### config.mk
export PLATFORM = sky130hd
export DESIGN_NAME = tiled_to_linear_pixel_mapper_unit_flat
export DESIGN_NICKNAME = d
export VERILOG_FILES = /design/src/rtl/tlpm_pkg.sv /design/src/rtl/tlpm_if.sv /design/src/rtl/tlpm_cfg_regs.sv /design/src/rtl/tlpm_ctrl.sv /design/src/rtl/tlpm_datapath.sv /design/src/rtl/tiled_to_linear_pixel_mapper_unit.sv /design/src/flat_wrapper.sv
export SDC_FILE = /design/constraint.sdc
export NUM_CORES = 1
export LEC_CHECK = 0
export BUFFER_PORTS_ARGS = -buffer_cell sky130_fd_sc_hd__buf_2
export CAP_MARGIN = 25
export CORE_MARGIN = 2
export CORE_UTILIZATION = 27
export CTS_BUF_LIST = sky130_fd_sc_hd__clkbuf_4 sky130_fd_sc_hd__clkbuf_8
export DETAILED_ROUTE_END_ITERATION = 7
export PLACE_DENSITY_LB_ADDON = 0.05
export REMOVE_ABC_BUFFERS = 1
export SETUP_SLACK_MARGIN = 0.5
export SLEW_MARGIN = 10
export SYNTH_ARGS = -nofsm -noshare
export SYNTH_HDL_FRONTEND = slang
export SYNTH_SLANG_ARGS = --single-unit
### constraint.sdc
create_clock -name clk -period 10.2 [get_ports clk]
set_clock_uncertainty 0.2 [all_clocks]
set_input_delay 1.02 -clock clk [delete_from_list [all_inputs] [get_ports clk]]
set_output_delay 1.02 -clock clk [all_outputs]
set_load 0.02 [all_outputs]
### src/rtl/tlpm_pkg.sv
// Shared types and constants for the tiled-to-linear pixel mapper.
// Used by the interfaces, the register block, the controller, the datapath and the top level.
// Has no dependencies.
package tlpm_pkg;

	localparam int unsigned MAX_TILES_WIDE    = 256;
	localparam int unsigned MAX_TILE_ROWS     = 256;
	localparam int unsigned MAX_METATILE_SIDE = 16;

	localparam int unsigned ROWS_PER_TILE = 8;
	localparam int unsigned MAX_MWIDE     = 256;
	localparam int unsigned MAX_COUNT     = 65536;

	localparam int unsigned BYTE_W   = 8;
	localparam int unsigned OFFSET_W = 22;
	localparam int unsigned REG_IDX_W  = 3;
	localparam int unsigned REG_DATA_W = 17;

	typedef logic [1:0] depth_t;
	localparam depth_t DEPTH_1BPP = 2'd0;
	localparam depth_t DEPTH_4BPP = 2'd1;
	localparam depth_t DEPTH_8BPP = 2'd2;

	typedef logic [REG_IDX_W-1:0] reg_idx_t;
	localparam reg_idx_t REG_DEPTH_MODE      = 3'd0;
	localparam reg_idx_t REG_METATILES_WIDE  = 3'd1;
	localparam reg_idx_t REG_METATILE_WIDTH  = 3'd2;
	localparam reg_idx_t REG_METATILE_HEIGHT = 3'd3;
	localparam reg_idx_t REG_INVERT          = 3'd4;
	localparam reg_idx_t REG_TILE_COUNT      = 3'd5;

	typedef struct packed {
		depth_t      depth;
		logic        invert;
		logic [4:0]  mw;
		logic [4:0]  mh;
		logic [8:0]  mwide;
		logic [16:0] count;
	} cfg_t;

	typedef struct packed {
		logic accept;
		logic calc;
		logic load;
	} cmd_t;

	typedef struct packed {
		logic out_free;
	} status_t;

	typedef enum logic [1:0] {
		ST_IDLE,
		ST_CALC,
		ST_FINISH
	} ctrl_state_t;

endpackage

### src/rtl/tlpm_if.sv
// Handshake channels of the pixel mapper: input bytes, results and register writes.
// Depends on tlpm_pkg for the payload widths.
interface tlpm_in_if;
	logic                           valid;
	logic                           ready;
	logic [tlpm_pkg::BYTE_W-1:0]    tile_byte;

	modport source (output valid, output tile_byte, input ready);
	modport sink (input valid, input tile_byte, output ready);
endinterface

interface tlpm_out_if;
	logic                           valid;
	logic                           ready;
	logic [tlpm_pkg::OFFSET_W-1:0]  linear_offset;
	logic [tlpm_pkg::BYTE_W-1:0]    pixel_byte;
	logic                           image_done;
	logic                           out_of_range;

	modport source (output valid, output linear_offset, output pixel_byte,
		output image_done, output out_of_range, input ready);
	modport sink (input valid, input linear_offset, input pixel_byte,
		input image_done, input out_of_range, output ready);
endinterface

interface tlpm_cfg_if;
	logic                            valid;
	logic                            ready;
	logic [tlpm_pkg::REG_IDX_W-1:0]  index;
	logic [tlpm_pkg::REG_DATA_W-1:0] data;

	modport source (output valid, output index, output data, input ready);
	modport sink (input valid, input index, input data, output ready);
endinterface

### src/rtl/tlpm_cfg_regs.sv
// Configuration registers of the pixel mapper and the clamping of their values.
// Depends on tlpm_pkg.
module tlpm_cfg_regs (
	input  logic                            clk,
	input  logic                            arst_n,
	input  logic                            wr_valid,
	output logic                            wr_ready,
	input  logic [tlpm_pkg::REG_IDX_W-1:0]  wr_index,
	input  logic [tlpm_pkg::REG_DATA_W-1:0] wr_data,
	output tlpm_pkg::cfg_t                  cfg
);

	function automatic int unsigned max1(input int unsigned v);
		return (v < 1) ? 1 : v;
	endfunction

	// Widest metatile row that fits, indexed by the clamped metatile width.
	localparam logic [10:0] WMAX_TABLE [32] = '{
		11'(max1(tlpm_pkg::MAX_TILES_WIDE / 1)),  11'(max1(tlpm_pkg::MAX_TILES_WIDE / 1)),
		11'(max1(tlpm_pkg::MAX_TILES_WIDE / 2)),  11'(max1(tlpm_pkg::MAX_TILES_WIDE / 3)),
		11'(max1(tlpm_pkg::MAX_TILES_WIDE / 4)),  11'(max1(tlpm_pkg::MAX_TILES_WIDE / 5)),
		11'(max1(tlpm_pkg::MAX_TILES_WIDE / 6)),  11'(max1(tlpm_pkg::MAX_TILES_WIDE / 7)),
		11'(max1(tlpm_pkg::MAX_TILES_WIDE / 8)),  11'(max1(tlpm_pkg::MAX_TILES_WIDE / 9)),
		11'(max1(tlpm_pkg::MAX_TILES_WIDE / 10)), 11'(max1(tlpm_pkg::MAX_TILES_WIDE / 11)),
		11'(max1(tlpm_pkg::MAX_TILES_WIDE / 12)), 11'(max1(tlpm_pkg::MAX_TILES_WIDE / 13)),
		11'(max1(tlpm_pkg::MAX_TILES_WIDE / 14)), 11'(max1(tlpm_pkg::MAX_TILES_WIDE / 15)),
		11'(max1(tlpm_pkg::MAX_TILES_WIDE / 16)), 11'(max1(tlpm_pkg::MAX_TILES_WIDE / 17)),
		11'(max1(tlpm_pkg::MAX_TILES_WIDE / 18)), 11'(max1(tlpm_pkg::MAX_TILES_WIDE / 19)),
		11'(max1(tlpm_pkg::MAX_TILES_WIDE / 20)), 11'(max1(tlpm_pkg::MAX_TILES_WIDE / 21)),
		11'(max1(tlpm_pkg::MAX_TILES_WIDE / 22)), 11'(max1(tlpm_pkg::MAX_TILES_WIDE / 23)),
		11'(max1(tlpm_pkg::MAX_TILES_WIDE / 24)), 11'(max1(tlpm_pkg::MAX_TILES_WIDE / 25)),
		11'(max1(tlpm_pkg::MAX_TILES_WIDE / 26)), 11'(max1(tlpm_pkg::MAX_TILES_WIDE / 27)),
		11'(max1(tlpm_pkg::MAX_TILES_WIDE / 28)), 11'(max1(tlpm_pkg::MAX_TILES_WIDE / 29)),
		11'(max1(tlpm_pkg::MAX_TILES_WIDE / 30)), 11'(max1(tlpm_pkg::MAX_TILES_WIDE / 31))
	};

	logic [1:0]  depth_q;
	logic [8:0]  mwide_q;
	logic [4:0]  mw_q;
	logic [4:0]  mh_q;
	logic        invert_q;
	logic [16:0] count_q;

	logic [4:0]  mw_c;
	logic [4:0]  mh_c;
	logic [10:0] mwide_c;
	logic [10:0] wmax_c;
	logic        wr_fire;

	assign wr_ready = 1'b1;
	assign wr_fire  = wr_valid && wr_ready;

	always_ff @(posedge clk or negedge arst_n) begin
		if (!arst_n) begin
			depth_q  <= tlpm_pkg::DEPTH_4BPP;
			mwide_q  <= 9'd1;
			mw_q     <= 5'd1;
			mh_q     <= 5'd1;
			invert_q <= 1'b0;
			count_q  <= 17'd1;
		end else if (wr_fire) begin
			case (wr_index)
				tlpm_pkg::REG_DEPTH_MODE:      depth_q  <= wr_data[1:0];
				tlpm_pkg::REG_METATILES_WIDE:  mwide_q  <= wr_data[8:0];
				tlpm_pkg::REG_METATILE_WIDTH:  mw_q     <= wr_data[4:0];
				tlpm_pkg::REG_METATILE_HEIGHT: mh_q     <= wr_data[4:0];
				tlpm_pkg::REG_INVERT:          invert_q <= wr_data[0];
				tlpm_pkg::REG_TILE_COUNT:      count_q  <= wr_data[16:0];
				default: ;
			endcase
		end
	end

	always_comb begin
		if (mw_q == 5'd0) begin
			mw_c = 5'd1;
		end else if (32'(mw_q) > tlpm_pkg::MAX_METATILE_SIDE) begin
			mw_c = 5'(tlpm_pkg::MAX_METATILE_SIDE);
		end else begin
			mw_c = mw_q;
		end

		if (mh_q == 5'd0) begin
			mh_c = 5'd1;
		end else if (32'(mh_q) > tlpm_pkg::MAX_METATILE_SIDE) begin
			mh_c = 5'(tlpm_pkg::MAX_METATILE_SIDE);
		end else begin
			mh_c = mh_q;
		end

		if (mwide_q == 9'd0) begin
			mwide_c = 11'd1;
		end else if (32'(mwide_q) > tlpm_pkg::MAX_MWIDE) begin
			mwide_c = 11'(tlpm_pkg::MAX_MWIDE);
		end else begin
			mwide_c = 11'(mwide_q);
		end

		wmax_c = WMAX_TABLE[mw_c];

		cfg.depth  = depth_q;
		cfg.invert = invert_q;
		cfg.mw     = mw_c;
		cfg.mh     = mh_c;
		cfg.mwide  = (mwide_c > wmax_c) ? wmax_c[8:0] : mwide_c[8:0];

		if (count_q == 17'd0) begin
			cfg.count = 17'd1;
		end else if (32'(count_q) > tlpm_pkg::MAX_COUNT) begin
			cfg.count = 17'(tlpm_pkg::MAX_COUNT);
		end else begin
			cfg.count = count_q;
		end
	end

endmodule

### src/rtl/tlpm_ctrl.sv
// Controller of the pixel mapper: sequences accept, address calculation and result load.
// Depends on tlpm_pkg.
module tlpm_ctrl (
	input  logic              clk,
	input  logic              arst_n,
	input  logic              in_valid,
	output logic              in_ready,
	input  tlpm_pkg::status_t status,
	output tlpm_pkg::cmd_t    cmd
);

	tlpm_pkg::ctrl_state_t state_q;
	tlpm_pkg::ctrl_state_t state_nxt;

	always_ff @(posedge clk or negedge arst_n) begin
		if (!arst_n) begin
			state_q <= tlpm_pkg::ST_IDLE;
		end else begin
			state_q <= state_nxt;
		end
	end

	always_comb begin
		state_nxt = state_q;
		case (state_q)
			tlpm_pkg::ST_IDLE: begin
				if (in_valid) begin
					state_nxt = tlpm_pkg::ST_CALC;
				end
			end
			tlpm_pkg::ST_CALC: begin
				state_nxt = tlpm_pkg::ST_FINISH;
			end
			tlpm_pkg::ST_FINISH: begin
				if (status.out_free) begin
					state_nxt = tlpm_pkg::ST_IDLE;
				end
			end
			default: begin
				state_nxt = tlpm_pkg::ST_IDLE;
			end
		endcase
	end

	always_comb begin
		in_ready   = 1'b0;
		cmd.accept = 1'b0;
		cmd.calc   = 1'b0;
		cmd.load   = 1'b0;
		case (state_q)
			tlpm_pkg::ST_IDLE: begin
				in_ready   = 1'b1;
				cmd.accept = in_valid;
			end
			tlpm_pkg::ST_CALC: begin
				cmd.calc = 1'b1;
			end
			tlpm_pkg::ST_FINISH: begin
				cmd.load = status.out_free;
			end
			default: ;
		endcase
	end

`ifndef SYNTHESIS
	a_accept_to_calc: assert property (@(posedge clk) disable iff (!arst_n)
		cmd.accept |=> state_q == tlpm_pkg::ST_CALC)
		else $error("Accepted beat did not move the controller to the calculation step.");
	a_calc_to_finish: assert property (@(posedge clk) disable iff (!arst_n)
		state_q == tlpm_pkg::ST_CALC |=> state_q == tlpm_pkg::ST_FINISH)
		else $error("Calculation step did not advance to the finish step.");
	a_finish_holds: assert property (@(posedge clk) disable iff (!arst_n)
		(state_q == tlpm_pkg::ST_FINISH && !status.out_free) |=>
		state_q == tlpm_pkg::ST_FINISH)
		else $error("Result left the finish step while the output register was full.");
`endif

endmodule

### src/rtl/tlpm_datapath.sv
// Datapath of the pixel mapper: position counters, pixel conversion, offset arithmetic
// and the output register. Depends on tlpm_pkg.
module tlpm_datapath (
	input  logic                           clk,
	input  logic                           arst_n,
	input  tlpm_pkg::cfg_t                 cfg,
	input  tlpm_pkg::cmd_t                 cmd,
	output tlpm_pkg::status_t              status,
	input  logic [tlpm_pkg::BYTE_W-1:0]    tile_byte,
	output logic                           out_valid,
	input  logic                           out_ready,
	output logic [tlpm_pkg::OFFSET_W-1:0]  linear_offset,
	output logic [tlpm_pkg::BYTE_W-1:0]    pixel_byte,
	output logic                           image_done,
	output logic                           out_of_range
);

	logic [2:0]  byte_in_row_q;
	logic [2:0]  row_in_tile_q;
	logic [3:0]  subtile_col_q;
	logic [3:0]  subtile_row_q;
	logic [7:0]  metatile_col_q;
	logic [15:0] metatile_row_q;
	logic [16:0] tiles_done_q;

	logic [1:0]  shift_c;
	logic [3:0]  bpr_c;
	logic [7:0]  pix_c;
	logic [7:0]  inv_mask_c;
	logic [3:0]  byte_nxt_c;
	logic [3:0]  row_nxt_c;
	logic [17:0] tiles_nxt_c;
	logic [4:0]  sc_nxt_c;
	logic [4:0]  sr_nxt_c;
	logic [8:0]  mc_nxt_c;
	logic        byte_wrap_c;
	logic        row_wrap_c;
	logic        done_c;

	logic [2:0]  byte_in_row_s1;
	logic [2:0]  row_in_tile_s1;
	logic [3:0]  subtile_col_s1;
	logic [3:0]  subtile_row_s1;
	logic [7:0]  metatile_col_s1;
	logic [15:0] metatile_row_s1;
	logic [7:0]  pix_s1;
	logic        done_s1;

	logic [20:0] tile_row_s2;
	logic [12:0] tile_col_s2;
	logic [16:0] pitch_s2;

	logic [21:0] rowline_c;
	logic [21:0] offset_c;
	logic        oor_c;

	logic        out_valid_q;
	logic [21:0] offset_q;
	logic [7:0]  pix_q;
	logic        done_q;
	logic        oor_q;

	always_comb begin
		inv_mask_c = {8{cfg.invert}};
		case (cfg.depth)
			tlpm_pkg::DEPTH_1BPP: begin
				shift_c = 2'd0;
				pix_c   = {tile_byte[0], tile_byte[1], tile_byte[2], tile_byte[3],
					tile_byte[4], tile_byte[5], tile_byte[6], tile_byte[7]} ^ inv_mask_c;
			end
			tlpm_pkg::DEPTH_4BPP: begin
				shift_c = 2'd2;
				pix_c   = {tile_byte[3:0], tile_byte[7:4]} ^ inv_mask_c;
			end
			default: begin
				shift_c = 2'd3;
				pix_c   = tile_byte ^ inv_mask_c;
			end
		endcase
		bpr_c = 4'd1 << shift_c;

		byte_nxt_c  = {1'b0, byte_in_row_q} + 4'd1;
		row_nxt_c   = {1'b0, row_in_tile_q} + 4'd1;
		tiles_nxt_c = {1'b0, tiles_done_q} + 18'd1;
		sc_nxt_c    = {1'b0, subtile_col_q} + 5'd1;
		sr_nxt_c    = {1'b0, subtile_row_q} + 5'd1;
		mc_nxt_c    = {1'b0, metatile_col_q} + 9'd1;

		byte_wrap_c = byte_nxt_c >= bpr_c;
		row_wrap_c  = 32'(row_nxt_c) >= tlpm_pkg::ROWS_PER_TILE;
		done_c      = byte_wrap_c && row_wrap_c && (tiles_nxt_c >= {1'b0, cfg.count});
	end

	always_ff @(posedge clk or negedge arst_n) begin
		if (!arst_n) begin
			byte_in_row_q  <= '0;
			row_in_tile_q  <= '0;
			subtile_col_q  <= '0;
			subtile_row_q  <= '0;
			metatile_col_q <= '0;
			metatile_row_q <= '0;
			tiles_done_q   <= '0;
		end else if (cmd.accept) begin
			if (!byte_wrap_c) begin
				byte_in_row_q <= byte_nxt_c[2:0];
			end else begin
				byte_in_row_q <= '0;
				if (!row_wrap_c) begin
					row_in_tile_q <= row_nxt_c[2:0];
				end else begin
					row_in_tile_q <= '0;
					if (done_c) begin
						tiles_done_q   <= '0;
						subtile_col_q  <= '0;
						subtile_row_q  <= '0;
						metatile_col_q <= '0;
						metatile_row_q <= '0;
					end else begin
						tiles_done_q <= tiles_nxt_c[16:0];
						if (sc_nxt_c < cfg.mw) begin
							subtile_col_q <= sc_nxt_c[3:0];
						end else begin
							subtile_col_q <= '0;
							if (sr_nxt_c < cfg.mh) begin
								subtile_row_q <= sr_nxt_c[3:0];
							end else begin
								subtile_row_q <= '0;
								if (mc_nxt_c < cfg.mwide) begin
									metatile_col_q <= mc_nxt_c[7:0];
								end else begin
									metatile_col_q <= '0;
									metatile_row_q <= metatile_row_q + 16'd1;
								end
							end
						end
					end
				end
			end
		end
	end

	always_ff @(posedge clk) begin
		if (cmd.accept) begin
			byte_in_row_s1  <= byte_in_row_q;
			row_in_tile_s1  <= row_in_tile_q;
			subtile_col_s1  <= subtile_col_q;
			subtile_row_s1  <= subtile_row_q;
			metatile_col_s1 <= metatile_col_q;
			metatile_row_s1 <= metatile_row_q;
			pix_s1          <= pix_c;
			done_s1         <= done_c;
		end
		if (cmd.calc) begin
			tile_row_s2 <= 21'(metatile_row_s1) * 21'(cfg.mh) + 21'(subtile_row_s1);
			tile_col_s2 <= 13'(metatile_col_s1) * 13'(cfg.mw) + 13'(subtile_col_s1);
			pitch_s2    <= (17'(cfg.mwide) * 17'(cfg.mw)) << shift_c;
		end
	end

	always_comb begin
		rowline_c = 22'({tile_row_s2, row_in_tile_s1});
		oor_c     = 32'(tile_row_s2) >= tlpm_pkg::MAX_TILE_ROWS;
		offset_c  = 22'(rowline_c * 22'(pitch_s2)) + 22'(16'(tile_col_s2) << shift_c)
			+ 22'(byte_in_row_s1);
	end

	always_ff @(posedge clk or negedge arst_n) begin
		if (!arst_n) begin
			out_valid_q <= 1'b0;
		end else if (cmd.load) begin
			out_valid_q <= 1'b1;
		end else if (out_ready) begin
			out_valid_q <= 1'b0;
		end
	end

	always_ff @(posedge clk) begin
		if (cmd.load) begin
			offset_q <= oor_c ? '0 : offset_c;
			pix_q    <= pix_s1;
			done_q   <= done_s1;
			oor_q    <= oor_c;
		end
	end

	assign status.out_free = !out_valid_q || out_ready;
	assign out_valid       = out_valid_q;
	assign linear_offset   = offset_q;
	assign pixel_byte      = pix_q;
	assign image_done      = done_q;
	assign out_of_range    = oor_q;

`ifndef SYNTHESIS
	a_done_clears: assert property (@(posedge clk) disable iff (!arst_n)
		(cmd.accept && done_c) |=> (tiles_done_q == '0 && metatile_row_q == '0
		&& metatile_col_q == '0))
		else $error("Position counters did not return to zero after the last tile.");
	a_load_sets_valid: assert property (@(posedge clk) disable iff (!arst_n)
		cmd.load |=> out_valid_q)
		else $error("Loaded result is not shown as valid.");
	a_taken_clears: assert property (@(posedge clk) disable iff (!arst_n)
		(out_valid_q && out_ready && !cmd.load) |=> !out_valid_q)
		else $error("Result stayed valid after its beat was taken.");
`endif

endmodule

### src/rtl/tiled_to_linear_pixel_mapper_unit.sv
// Top level of the tiled-to-linear pixel mapper.
// Depends on tlpm_pkg, the channel interfaces, tlpm_cfg_regs, tlpm_ctrl and tlpm_datapath.

// Each input beat is one byte of 8x8 tile data in tiled order; each output beat gives that
// byte's offset in the linear metatile image and the byte converted to linear pixel order.
// One byte is in work at a time and passes through the accept, a step of small
// multiplications for tile row, tile column and pitch, and a step for the pitch
// multiplication and final add that loads the output register once that register is free.
// The next byte is accepted while a finished result still waits in the output register,
// so a new byte can start before the last result is taken. Register writes are taken at
// any time but must only be made while no byte is in flight.
module tiled_to_linear_pixel_mapper_unit (
	input  logic       clk,
	input  logic       arst_n,
	tlpm_in_if.sink    pix_in,
	tlpm_out_if.source pix_out,
	tlpm_cfg_if.sink   cfg
);

	tlpm_pkg::cfg_t    cfg_vals;
	tlpm_pkg::cmd_t    cmd;
	tlpm_pkg::status_t status;

	tlpm_cfg_regs u_cfg_regs (
		.clk      (clk),
		.arst_n   (arst_n),
		.wr_valid (cfg.valid),
		.wr_ready (cfg.ready),
		.wr_index (cfg.index),
		.wr_data  (cfg.data),
		.cfg      (cfg_vals)
	);

	tlpm_ctrl u_ctrl (
		.clk      (clk),
		.arst_n   (arst_n),
		.in_valid (pix_in.valid),
		.in_ready (pix_in.ready),
		.status   (status),
		.cmd      (cmd)
	);

	tlpm_datapath u_datapath (
		.clk           (clk),
		.arst_n        (arst_n),
		.cfg           (cfg_vals),
		.cmd           (cmd),
		.status        (status),
		.tile_byte     (pix_in.tile_byte),
		.out_valid     (pix_out.valid),
		.out_ready     (pix_out.ready),
		.linear_offset (pix_out.linear_offset),
		.pixel_byte    (pix_out.pixel_byte),
		.image_done    (pix_out.image_done),
		.out_of_range  (pix_out.out_of_range)
	);

endmodule
### src/flat_wrapper.sv
// flat-port wrapper written by rule: the top's interface ports become plain ports
module tiled_to_linear_pixel_mapper_unit_flat 
  (clk, arst_n, pix_in_valid, pix_in_tile_byte, pix_in_ready, pix_out_valid, pix_out_linear_offset, pix_out_pixel_byte, pix_out_image_done, pix_out_out_of_range, pix_out_ready, cfg_valid, cfg_index, cfg_data, cfg_ready);
  tlpm_in_if pix_in_i ();
  tlpm_out_if pix_out_i ();
  tlpm_cfg_if cfg_i ();
  input  logic clk;
  input  logic arst_n;
  input wire logic [$bits(pix_in_i.valid)-1:0] pix_in_valid;
  input wire logic [$bits(pix_in_i.tile_byte)-1:0] pix_in_tile_byte;
  output wire logic [$bits(pix_in_i.ready)-1:0] pix_in_ready;
  output wire logic [$bits(pix_out_i.valid)-1:0] pix_out_valid;
  output wire logic [$bits(pix_out_i.linear_offset)-1:0] pix_out_linear_offset;
  output wire logic [$bits(pix_out_i.pixel_byte)-1:0] pix_out_pixel_byte;
  output wire logic [$bits(pix_out_i.image_done)-1:0] pix_out_image_done;
  output wire logic [$bits(pix_out_i.out_of_range)-1:0] pix_out_out_of_range;
  input wire logic [$bits(pix_out_i.ready)-1:0] pix_out_ready;
  input wire logic [$bits(cfg_i.valid)-1:0] cfg_valid;
  input wire logic [$bits(cfg_i.index)-1:0] cfg_index;
  input wire logic [$bits(cfg_i.data)-1:0] cfg_data;
  output wire logic [$bits(cfg_i.ready)-1:0] cfg_ready;
  assign pix_in_i.valid = pix_in_valid;
  assign pix_in_i.tile_byte = pix_in_tile_byte;
  assign pix_in_ready = pix_in_i.ready;
  assign pix_out_valid = pix_out_i.valid;
  assign pix_out_linear_offset = pix_out_i.linear_offset;
  assign pix_out_pixel_byte = pix_out_i.pixel_byte;
  assign pix_out_image_done = pix_out_i.image_done;
  assign pix_out_out_of_range = pix_out_i.out_of_range;
  assign pix_out_i.ready = pix_out_ready;
  assign cfg_i.valid = cfg_valid;
  assign cfg_i.index = cfg_index;
  assign cfg_i.data = cfg_data;
  assign cfg_ready = cfg_i.ready;
  tiled_to_linear_pixel_mapper_unit u_core (.clk(clk), .arst_n(arst_n), .pix_in(pix_in_i), .pix_out(pix_out_i), .cfg(cfg_i));
endmodule
[Yosys cells after proc, flatten, opt, wreduce, memory -nomap -nowiden]
Memory sizes are Yosys's and may differ from the RTL's.
Index checks and enable logic that the tools add are counted.
Operators by class
  $add $sub $neg: 11
  multipliers: 4
  $lt $le $gt $ge: 13
  equal/unequal tests: 13
  shift operators: 3
  multiplexer cells: 38
  bitwise logic cells: 4
  reduce and logical (&&, ||, !) cells: 24
Operators by type and width (number)
  16-bit 2-to-1 mux: 4
  17-bit 2-to-1 mux: 3
  8-bit 2-to-1 mux: 4
  9-bit 2-to-1 mux: 3
  8-bit XOR: 3
  22-bit adder: 1
  22-bit by 3-bit adder with 22-bit output: 1
  22-bit by 17-bit multiplier with 22-bit output: 1
  11-bit 2-to-1 mux: 2
  13-bit by 2-bit << shifter with 22-bit output: 1
  21-bit by 4-bit adder with 21-bit output: 1
  21-bit by 9-bit >= comparator with 1-bit output (second input constant): 1
  16-bit by 5-bit multiplier with 21-bit output: 1
  4-bit 2-to-1 mux: 5
  5-bit 2-to-1 mux: 4
  17-bit by 1-bit adder with 18-bit output (second input constant): 1
  18-bit by 17-bit >= comparator with 1-bit output: 1
  17-bit > comparator (second input constant): 1
  17-bit logical NOT: 1
  14-bit by 2-bit << shifter with 17-bit output: 1
  16-bit by 1-bit adder with 16-bit output (second input constant): 1
  8-bit case mux with 2 select lines: 1
  2-bit AND reduction: 8
  9-bit by 5-bit multiplier with 14-bit output: 1
  other kinds (38): 59
Word-level totals
  register bits after elaboration: 227
  bits in read-only memories: 352
  bits of input ports: 33
  output and inout bits: 35
  logic and storage cells: 141
  memories kept: 1
Memories
  (name not given): depth 32, bits a word 11, read ports 1, clocked after Yosys merged registers in 0, write ports 0, line tlpm_cfg_regs.sv:99  | wmax_c = WMAX_TABLE[mw_c];

[Longest topological paths before layout]
Gate-level depths: netlist of run 1.
  depth in word-level cells: 14
  mapped depth: 34
  mapped depth without buffers: 33

[Hierarchy]
Synthesis of run 1 repeated with hierarchy kept, for this count alone.
Second synthesis, totals
  cells, all modules: 2464
  area, all modules: 23986.8 µm²
By module, submodules not included
  tlpm_datapath: instances 1, cells each 2229, area each 21454.3 µm², seq. area each 5305.1 µm²
  tlpm_cfg_regs: instances 1, cells each 225, area each 2429.8 µm², seq. area each 982.2 µm²
  tlpm_ctrl: instances 1, cells each 10, area each 102.6 µm², seq. area each 50.0 µm²

[Least setup slack after synthesis of run 1]
No wires, ideal clock.
  path type: reg-to-reg
  start point: register u_core.u_cfg_regs.mw_q[4]
  end point: register u_core.u_datapath.pitch_s2[15] (data pin)
  library setup time: 256 ps
  arrival time: 7055 ps
  data required time: 9744 ps
  path slack: 2689 ps
  cell stages (with the launch flop): 33
  path buffers: 4
  cells stage by stage: dfrtp_1 > clkbuf_1 > clkbuf_1 > nor2_1 > clkbuf_1 > ha_1 > nor2b_1 > a211oi_1 > a211oi_1 > a21oi_1 > ha_1 > o211ai_1 > a21oi_1 > nor4_1 > o31ai_1 > nand2_1 > clkbuf_1 > a21oi_1 > nand2b_1 > fa_1 > fa_1 > fa_1 > inv_1 > ha_1 > a21o_1 > a21oi_1 > o21ai_0 > a21oi_1 > o21ai_0 > a21o_1 > a21oi_1 > xnor2_1 > a22o_1
Between the ends
  word-level cells in the longest chain between the ends: 11
  elaborated cells between the ends (all ways): 12
RTL lines
  start, declared: line tlpm_cfg_regs.sv:39  | logic [4:0] mw_q;
  start signal, assigned: line tlpm_cfg_regs.sv:65  | tlpm_pkg::REG_METATILE_WIDTH: mw_q <= wr_data[4:0];
  5-bit > comparator: line tlpm_cfg_regs.sv:77  | end else if (32'(mw_q) > tlpm_pkg::MAX_METATILE_SIDE) begin
  5-bit 2-to-1 mux: line tlpm_cfg_regs.sv:77
  5-bit 2-to-1 mux *: line tlpm_cfg_regs.sv:75  | if (mw_q == 5'd0) begin
  5-bit NOT with 6-bit output (implied by the code): line tlpm_cfg_regs.sv:99
  memory read 32 x 11 bit
  11-bit 2-to-1 mux (implied by the code) (2 in a row): line tlpm_cfg_regs.sv:99
  11-bit > comparator: line tlpm_cfg_regs.sv:105  | cfg.mwide = (mwide_c > wmax_c) ? wmax_c[8:0] : mwide_c[8:0];
  9-bit 2-to-1 mux: line tlpm_cfg_regs.sv:105
  9-bit by 5-bit multiplier with 14-bit output *: line tlpm_datapath.sv:156  | pitch_s2 <= (17'(cfg.mwide) * 17'(cfg.mw)) << shift_c;
  14-bit by 2-bit << shifter with 17-bit output *: line tlpm_datapath.sv:156
  end signal, assigned: line tlpm_datapath.sv:156
  end, declared: line tlpm_datapath.sv:51  | logic [16:0] pitch_s2;
Every way passes the cells marked *; elsewhere a longest branch is shown, timed or not. The select of a mux whose other input is x is not followed.
A chain may end at the register's enable or synchronous reset.

[Worst setup path in the final report of run 1]
Same ends and word-level chain as after synthesis.

==> impl_metrics.ini, run 1 <==
[setup_path]
ff2ff_setup_slack_ps = 1620
crit_required_ps = 10400
reg2reg_depth = 32
startpoint_type = flip-flop
cpPeakStageDelay_ps = 550
worstPathMaxFanout = 25
crit_arrival_ps = 8790
endpoint_kind = flip-flop
regToRegStartpoint = u_core.u_cfg_regs.mw_q[4]
path_class = flip-flop to flip-flop
slowest_stage = fa_1
cpMostUsedCell = a21oi_1
timing.rr.end = u_core.u_datapath.pitch_s2[15]

[grt]
grt_usage = 0.141
grt_pass1_vias = 17682
grt_max_degree = 60
antenna_found_initial = 3
grt_pass1_wl_mm = 100
grt_overflow = 0

[timing]
max_slew_margin = 0.336
final.setup.tns_ps = 0
slew_violations = 0
fin_crit_ps = 8580
hold_violations = 0
timing.final.crit_share = 0.842
worstMarginPinSlew_ps = 996
fmax_mhz = 116
rsz0062_at_grt = no
setup_viol = 0

[synthesis]
ys_types = 71
synth_top_family_by_area = adder cells
avgSynthCellArea_sq_um = 9.71
synth_top_area_cell = fa_1
synth_area_sq_um = 23700
ys.warnings.count = 0
synthFlopType = edfxtp_1
yosys.area_share.simple = 0.165
postSynth.asyncResetShare = 0.427
synth.top_cell.area_share = 0.233
synth_compound_area_frac = 0.0721
synth_seq_area_share = 0.268
synth_edf_count = 130
muxShareOfSynthArea = 0.0350
ys_top_cells_by_area = fa_1, edfxtp_1, ha_1
synth_seq_cells = 227
synth-xor-area-share = 0.0426
synth_cells = 2436
synth_fa_ha_area_frac = 0.344

[cts]
ctsHtreeMaxLevel = 2
cts_resized = 0
clk_latency_ps = 660
cts_root_buf = clkbuf_8
cts_tree = done
clockBufferDepth = 3
numCtsBuffers = 49
path_clk_slew_ps = 60
cts.hold.buffers_added = 0
cts_sinks = 227
cts_setup_buffers = 0

[route]
initialDrtViolationCount = 612
routed_wl_mm = 61.7
antenna_left = 0
wl_per_cell_microns = 16.8
drt_first_pass_iters = 5
vias = 16349
route.detailed.drc = 0
viasPerCell = 4.44

[layout]
area_growth_pct = 11.3
final-seq-area_sq_um = 6340
drive_gt1_frac = 0.0922
nFillCells = 9186
layout_commonest_cell = inv_1
most-common-layout-cells = inv_1, nand2_1, fa_1
multi_input_area_sq_um = 15600
nNetsFinal = 3005

[placement]
dp_hpwl_mm = 48.9
io_buffer_count = 66
gp_congestion = 0.864

[min_path]
hp-class = primary input to asynchronous set/reset pin

[floorplanning]
dieHeight_microns = 300
ioPinCount = 68
rows = 108
die_x_microns = 300
die_area_sq_um = 90000
placeableCoreArea_sq_um = 86800
start_util = 0.273

[run_status]
outcome = completed

[job]
drv_cap = 0
-- cell type report --
type	instances	area share
multi-input cells	1756	0.593
flip-flops and latches	227	0.241
well taps	1155	0.0549
inverters	369	0.0526
clock buffers	72	0.0326
repair buffers	83	0.0174
clock inverters	19	0.00817
diodes	2	0.000190
-- cells in the mapped netlist, types with 42 or more instances --
cell and n:
nand2_1 347, o21ai_0 75, inv_1 366, dfrtp_1 92, a21oi_1 83, and2_1 153
edfxtp_1 130, xnor2_1 73, xor2_1 42, nor2_1 102, fa_1 275, clkbuf_1 72
ha_1 211
-- worst max-delay path, delay by kind of cell, from the launching register on --
kind                     cells  cell delay [ps]
XOR/XNOR                     1              120
AND/OR/NAND/NOR              6             1430
AO/OA/AOI/OAI               15             2880
flip-flops                   1              370
adder cells (fa/ha/maj)      6             2540
buffers and inverters        4              800
-- per-layer routing --
metal	global-route usage	wire length, microns	part of all wire
met2	0.235	28800	0.47
met1	0.192	29600	0.48
met5	0	0	0
met4	0.0412	1570	0.025
met3	0.0189	1790	0.029
-- how the worst max path moves through the flow --
stage	slack, ps	start	cells after the start	to
3_5_place_dp	1760	u_core.u_cfg_regs.mw_q[4]	32	u_core.u_datapath.pitch_s2[15]
3_3_place_gp	1860	u_core.u_cfg_regs.mw_q[4]	32	u_core.u_datapath.pitch_s2[15]
6_report	1620	u_core.u_cfg_regs.mw_q[4]	32	u_core.u_datapath.pitch_s2[15]
2_1_floorplan	2390	u_core.u_cfg_regs.mw_q[3]	32	u_core.u_datapath.pitch_s2[15]
5_1_grt	1030	u_core.u_cfg_regs.mw_q[4]	32	u_core.u_datapath.pitch_s2[15]
4_1_cts	1710	u_core.u_cfg_regs.mw_q[4]	32	u_core.u_datapath.pitch_s2[15]
-- state kept, by name, indices dropped and copies added, names as in the netlist, 5 cells and up --
register / count
u_core.u_datapath.tiles_done_q: 17
u_core.u_datapath.linear_offset: 22
u_core.u_datapath.metatile_col_q: 8
u_core.u_datapath.pix_s1: 8
u_core.u_datapath.metatile_row_s1: 16
u_core.u_datapath.tile_col_s2: 13
u_core.u_datapath.pitch_s2: 17
u_core.u_cfg_regs.count_q: 17
u_core.u_cfg_regs.mwide_q: 9
u_core.u_datapath.metatile_col_s1: 8
u_core.u_datapath.pixel_byte: 8
u_core.u_cfg_regs.mw_q: 5
u_core.u_datapath.metatile_row_q: 16
u_core.u_cfg_regs.mh_q: 5
u_core.u_datapath.tile_row_s2: 21
-- cell families after synthesis --
family	Yosys count
AND/OR/NAND/NOR	805
adder cells (fa/ha/maj)	486
buffers and inverters	453
AO/OA/AOI/OAI	271
flip-flops	227
XOR/XNOR	115
multiplexers	78
other	1
-- per-stage QoR --
| stage | utilization | setup WS, ps | std cells | cell area (sq um) | hold slack (ps) |
|---|---|---|---|---|---|
| final | 0.304 | 1620 | 3683 | 26300 | 140 |
| after floorplan | - | 2390 | 2352 | 23300 | 200 |
| after CTS | 0.303 | 1710 | 3681 | 26300 | 78.8 |
| after detailed placement | 0.291 | 1760 | 3590 | 25300 | 207 |
| after global routing | 0.304 | 1030 | 3682 | 26300 | 130 |
| after global placement | 0.291 | 1860 | 3589 | 25200 | 203 |
Power of run 1 is left out: the tool's default activity adds up to more than one toggle a clock period on the data nets, which glitch-free logic cannot reach.
==> run 2, diff against run 1 <==
- clock period: 10.2 -> 8.3 ns (I/O delays scaled with it)
==> run 2 against run 1 <==
First-iteration DRC count decreased by 7.5%. Via count increased by 0.13%. Sequential cell count unchanged. Global-route usage increased by 0.069 points. Cell count increased by 0.30%. Critical path depth increased by 1. Critical path type unchanged. Critical endpoint unchanged. Largest cell class unchanged.
==> impl_metrics.ini, run 2 (synthesis gave the netlist of run 1 again) <==
[layout]
largest_reg_flops = 22
drive_gt1_frac = 0.103
layout_commonest_cell = inv_1
nFillCells = 9208
final-seq-area_sq_um = 6340
nNetsFinal = 3016
multi_input_area_sq_um = 15700
area_growth_pct = 12.0
fin_util = 0.305
most-common-layout-cells = inv_1, nand2_1, fa_1

[setup_path]
critPathBufInv = 5
crit_required_ps = 8520
cp_top_family = adder cells
ff2ff_setup_slack_ps = 940
startpoint_type = flip-flop
cpMostUsedCell = nor2_1
endpoint_kind = flip-flop
cpPeakStageDelay_ps = 540
worstPathMaxFanout = 16
path_class = flip-flop to flip-flop
crit_arrival_ps = 7580
slowest_stage = fa_1

[grt]
grt_pass1_wl_mm = 100
grt_overflow = 0
grt_pass1_vias = 17734
grt_usage = 0.142
antenna_found_initial = 2
grt_max_degree = 61

[cts]
cts_sinks = 227
clockBufferDepth = 3
numCtsBuffers = 48
path_clk_slew_ps = 60
ctsHtreeMaxLevel = 2
clk_latency_ps = 660
cts_root_buf = clkbuf_8
cts_tree = done

[timing]
rsz0062_at_grt = no
slew_violations = 0
fin_ws_ps = 940
max_slew_margin = 0.358
final.setup.tns_ps = 0
hold_violations = 0
fin_crit_ps = 7360
setup_viol = 0
worstMarginPinSlew_ps = 964
fmax_mhz = 136
timing.final.crit_share = 0.887

[floorplanning]
die_area_sq_um = 90000
placeableCoreArea_sq_um = 86800
rows = 108
ioPinCount = 68
dieHeight_microns = 300
die_x_microns = 300
start_util = 0.273

[placement]
place_ws_ps = 408
io_buffer_count = 66
gp_congestion = 0.784
dp_hpwl_mm = 49.3

[route]
wl_per_cell_microns = 16.8
viasPerCell = 4.43
routed_wl_mm = 62.0
route.detailed.drc = 0
antenna_left = 0
initialDrtViolationCount = 566
vias = 16371
drt_first_pass_iters = 5

[run_status]
outcome = completed

[min_path]
hp-class = primary input to flip-flop

[job]
drv_cap = 0
==> run 2: changes by cell type in the layout (fill, tap and decap cells not counted), sizes merged <==
cell,delta
buf,+10
dlygate4sd3,+1
clkbuf,+4
bufinv,-1
clkinv,-4
clkinvlp,+1
==> run 2: timing repair <==
action                                  CTS  global route
gates resized for setup                   2            15
hold buffers                              1             0
pin swaps                                 2             3
setup buffers                             1             3
endpoints found under the setup margin    3             9
endpoints found under the hold margin    35             0
==> run 2: stage by stage <==
| step | area [sq um] | hold WS [ps] | cells |
|---|---|---|---|
| after floorplan | 23300 | 200 | 2352 |
| after global placement | 25300 | 203 | 3596 |
| after detailed placement | 25300 | 205 | 3596 |
| after CTS | 26400 | 148 | 3688 |
| after global routing | 26500 | 183 | 3693 |
| final | 26500 | 217 | 3694 |
==> run 2: path summary, 6_finish.rpt <==
kind,endpoint,startpoint,depth (start not counted)
worst max-delay path,u_core.u_datapath.pitch_s2[15],u_core.u_cfg_regs.mw_q[2],33
worst min-delay path,u_core.u_cfg_regs.count_q[16],cfg_data[16],2
worst max register to register,u_core.u_datapath.pitch_s2[15],u_core.u_cfg_regs.mw_q[2],33
worst min register to register,u_core.u_datapath.pixel_byte[0],u_core.u_datapath.pix_s1[0],0
max in group asynchronous,u_core.u_cfg_regs.depth_q[1],arst_n,3
min in group asynchronous,u_core.u_datapath.subtile_col_q[0],arst_n,2
==> run 2: cell type report <==
cell class                 instances  share of cell area
multi-input combinational       1756               0.592
sequential                       227               0.239
tap                             1155              0.0545
inverter                         369              0.0523
clock buffer                      75              0.0345
timing repair buffer              95              0.0210
clock inverter                    15             0.00600
antenna                            2            0.000189
==> run 2: metal layers <==
| metal | global-route usage | vias to the layer above | part of all wire |
|---|---|---|---|
| met5 | 0 | - | 0.00021 |
| met4 | 0.0383 | 2 | 0.021 |
| met3 | 0.0194 | 71 | 0.028 |
| met2 | 0.238 | 192 | 0.47 |
| li1 | - | 8013 | - |
| met1 | 0.192 | 8093 | 0.48 |
Power of run 2 is left out for the same reason.
==> run 3, diff against run 2 <==
- CTS_BUF_LIST: sky130_fd_sc_hd__clkbuf_4 sky130_fd_sc_hd__clkbuf_8 -> sky130_fd_sc_hd__clkbuf_8 sky130_fd_sc_hd__clkbuf_16
==> run 3 against run 2 <==
Sequential share of layout area is essentially flat. Final area grew 0.17%. Via count shrank 0.46%.
==> impl_metrics.ini, run 3 (synthesis gave the netlist of run 1 again) <==
[run_status]
outcome = completed

[setup_path]
endpoint_kind = flip-flop
cpMostUsedCell = nor2_1
ff2ff_setup_slack_ps = 950
reg2reg_depth = 33
timing.rr.end = u_core.u_datapath.pitch_s2[15]
startpoint = u_core.u_cfg_regs.mw_q[3]
startpoint_type = flip-flop
regToRegStartpoint = u_core.u_cfg_regs.mw_q[3]
crit_required_ps = 8410
path_class = flip-flop to flip-flop
crit_arrival_ps = 7460
worstPathMaxFanout = 16
cpPeakStageDelay_ps = 540
slowest_stage = fa_1

[timing]
max_slew_margin = 0.360
fmax_mhz = 136
final.setup.tns_ps = 0
hold_violations = 0
fin_crit_ps = 7350
timing.final.crit_share = 0.886
fin_ws_ps = 947
setup_viol = 0
slew_violations = 0
worstMarginPinSlew_ps = 960
rsz0062_at_grt = no

[cts]
cts_sinks = 227
clk_latency_ps = 550
ctsHtreeMaxLevel = 2
cts_root_buf = clkbuf_16
cts.hold.buffers_added = 0
clockBufferDepth = 3
numCtsBuffers = 34
path_clk_slew_ps = 60
cts_tree = done

[route]
routed_wl_mm = 61.8
initialDrtViolationCount = 598
viasPerCell = 4.45
route.detailed.drc = 0
drt_first_pass_iters = 5
vias = 16296
wl_per_cell_microns = 16.9
antenna_left = 0

[grt]
grt_usage = 0.142
antenna_found_initial = 1
grt_pass1_wl_mm = 100
grt_pass1_vias = 17585
grt_max_degree = 61
grt_overflow = 0

[layout]
area_growth_pct = 12.2
fin_util = 0.306
layout_commonest_cell = inv_1
nNetsFinal = 3003
drive_gt1_frac = 0.0897
finalInstanceArea_sq_um = 26500
largest_reg_flops = 22
most-common-layout-cells = inv_1, nand2_1, fa_1

[job]
drv_cap = 0

[min_path]
hp-class = primary input to asynchronous set/reset pin

[floorplanning]
placeableCoreArea_sq_um = 86800
rows = 108
start_util = 0.273
dieHeight_microns = 300
die_area_sq_um = 90000
ioPinCount = 68
die_x_microns = 300

[placement]
io_buffer_count = 66
place_ws_ps = 408
placement.cell_area_sq_um = 25300
gp_congestion = 0.784
dp_hpwl_mm = 49.3
[run 3: changes by cell type in the layout (fill, tap and decap cells not counted), moves of 2 or more]
cell / previous run / this run
inv_1: 365 / 373
buf_4: 27 / 29
clkinv_2: 6 / 4
clkbuf_16: 0 / 35
clkinv_8: 0 / 2
clkbuf_8: 56 / 1
clkbuf_4: 20 / 1
[run 3: metal layers]
layer | part of all wire | vias up | GRT usage
met5 | 0.00021 | - | 0
met4 | 0.017 | 2 | 0.0319
met3 | 0.031 | 57 | 0.0205
met1 | 0.48 | 8075 | 0.192
met2 | 0.47 | 186 | 0.238
li1 | - | 7976 | -
[run 3: critical path: cells and delay by family, from the launching register on]
| family | cells | cell delay [ps] |
|---|---|---|
| xor+xnor | 1 | 170 |
| compound gates | 13 | 2180 |
| flops | 1 | 430 |
| fa+ha+maj | 6 | 2390 |
| simple gates | 8 | 1170 |
| buf+inv | 5 | 570 |
[run 3: per-stage QoR]
stage | hold WS (ps) | instances
global route | 56.5 | 3664
CTS | 24.8 | 3658
finish | 44.0 | 3665
floorplan | 200 | 2352
detailed placement | 205 | 3596
global placement | 203 | 3596
[run 3: layout make-up]
type	count	area [sq um]
fillers	9173	60200
diodes	1	2.50
well taps	1155	1450
multi-input cells	1756	15700
flip-flops and latches	227	6340
clock inverters	25	221
inverters	369	1390
clock buffers	36	890
repair buffers	96	562
[run 3: worst max path at each step]
stage	endpoint	depth (start not counted)	slack (ps)
after floorplan	u_core.u_datapath.pitch_s2[15]	32	490
after global placement	u_core.u_datapath.pitch_s2[15]	33	540
after detailed placement	u_core.u_datapath.pitch_s2[15]	33	410
after CTS	u_core.u_datapath.pitch_s2[15]	32	530
after global routing	u_core.u_datapath.pitch_s2[15]	33	500
final	u_core.u_datapath.pitch_s2[15]	33	950
[run 3: timing repair]
action | 4_1_cts | 5_1_grt
setup endpoints to repair | 3 | 8
buffers inserted | 1 | 5
pin swaps | 2 | 3
resized for setup | 3 | 15
Power of run 3 is left out for the same reason.
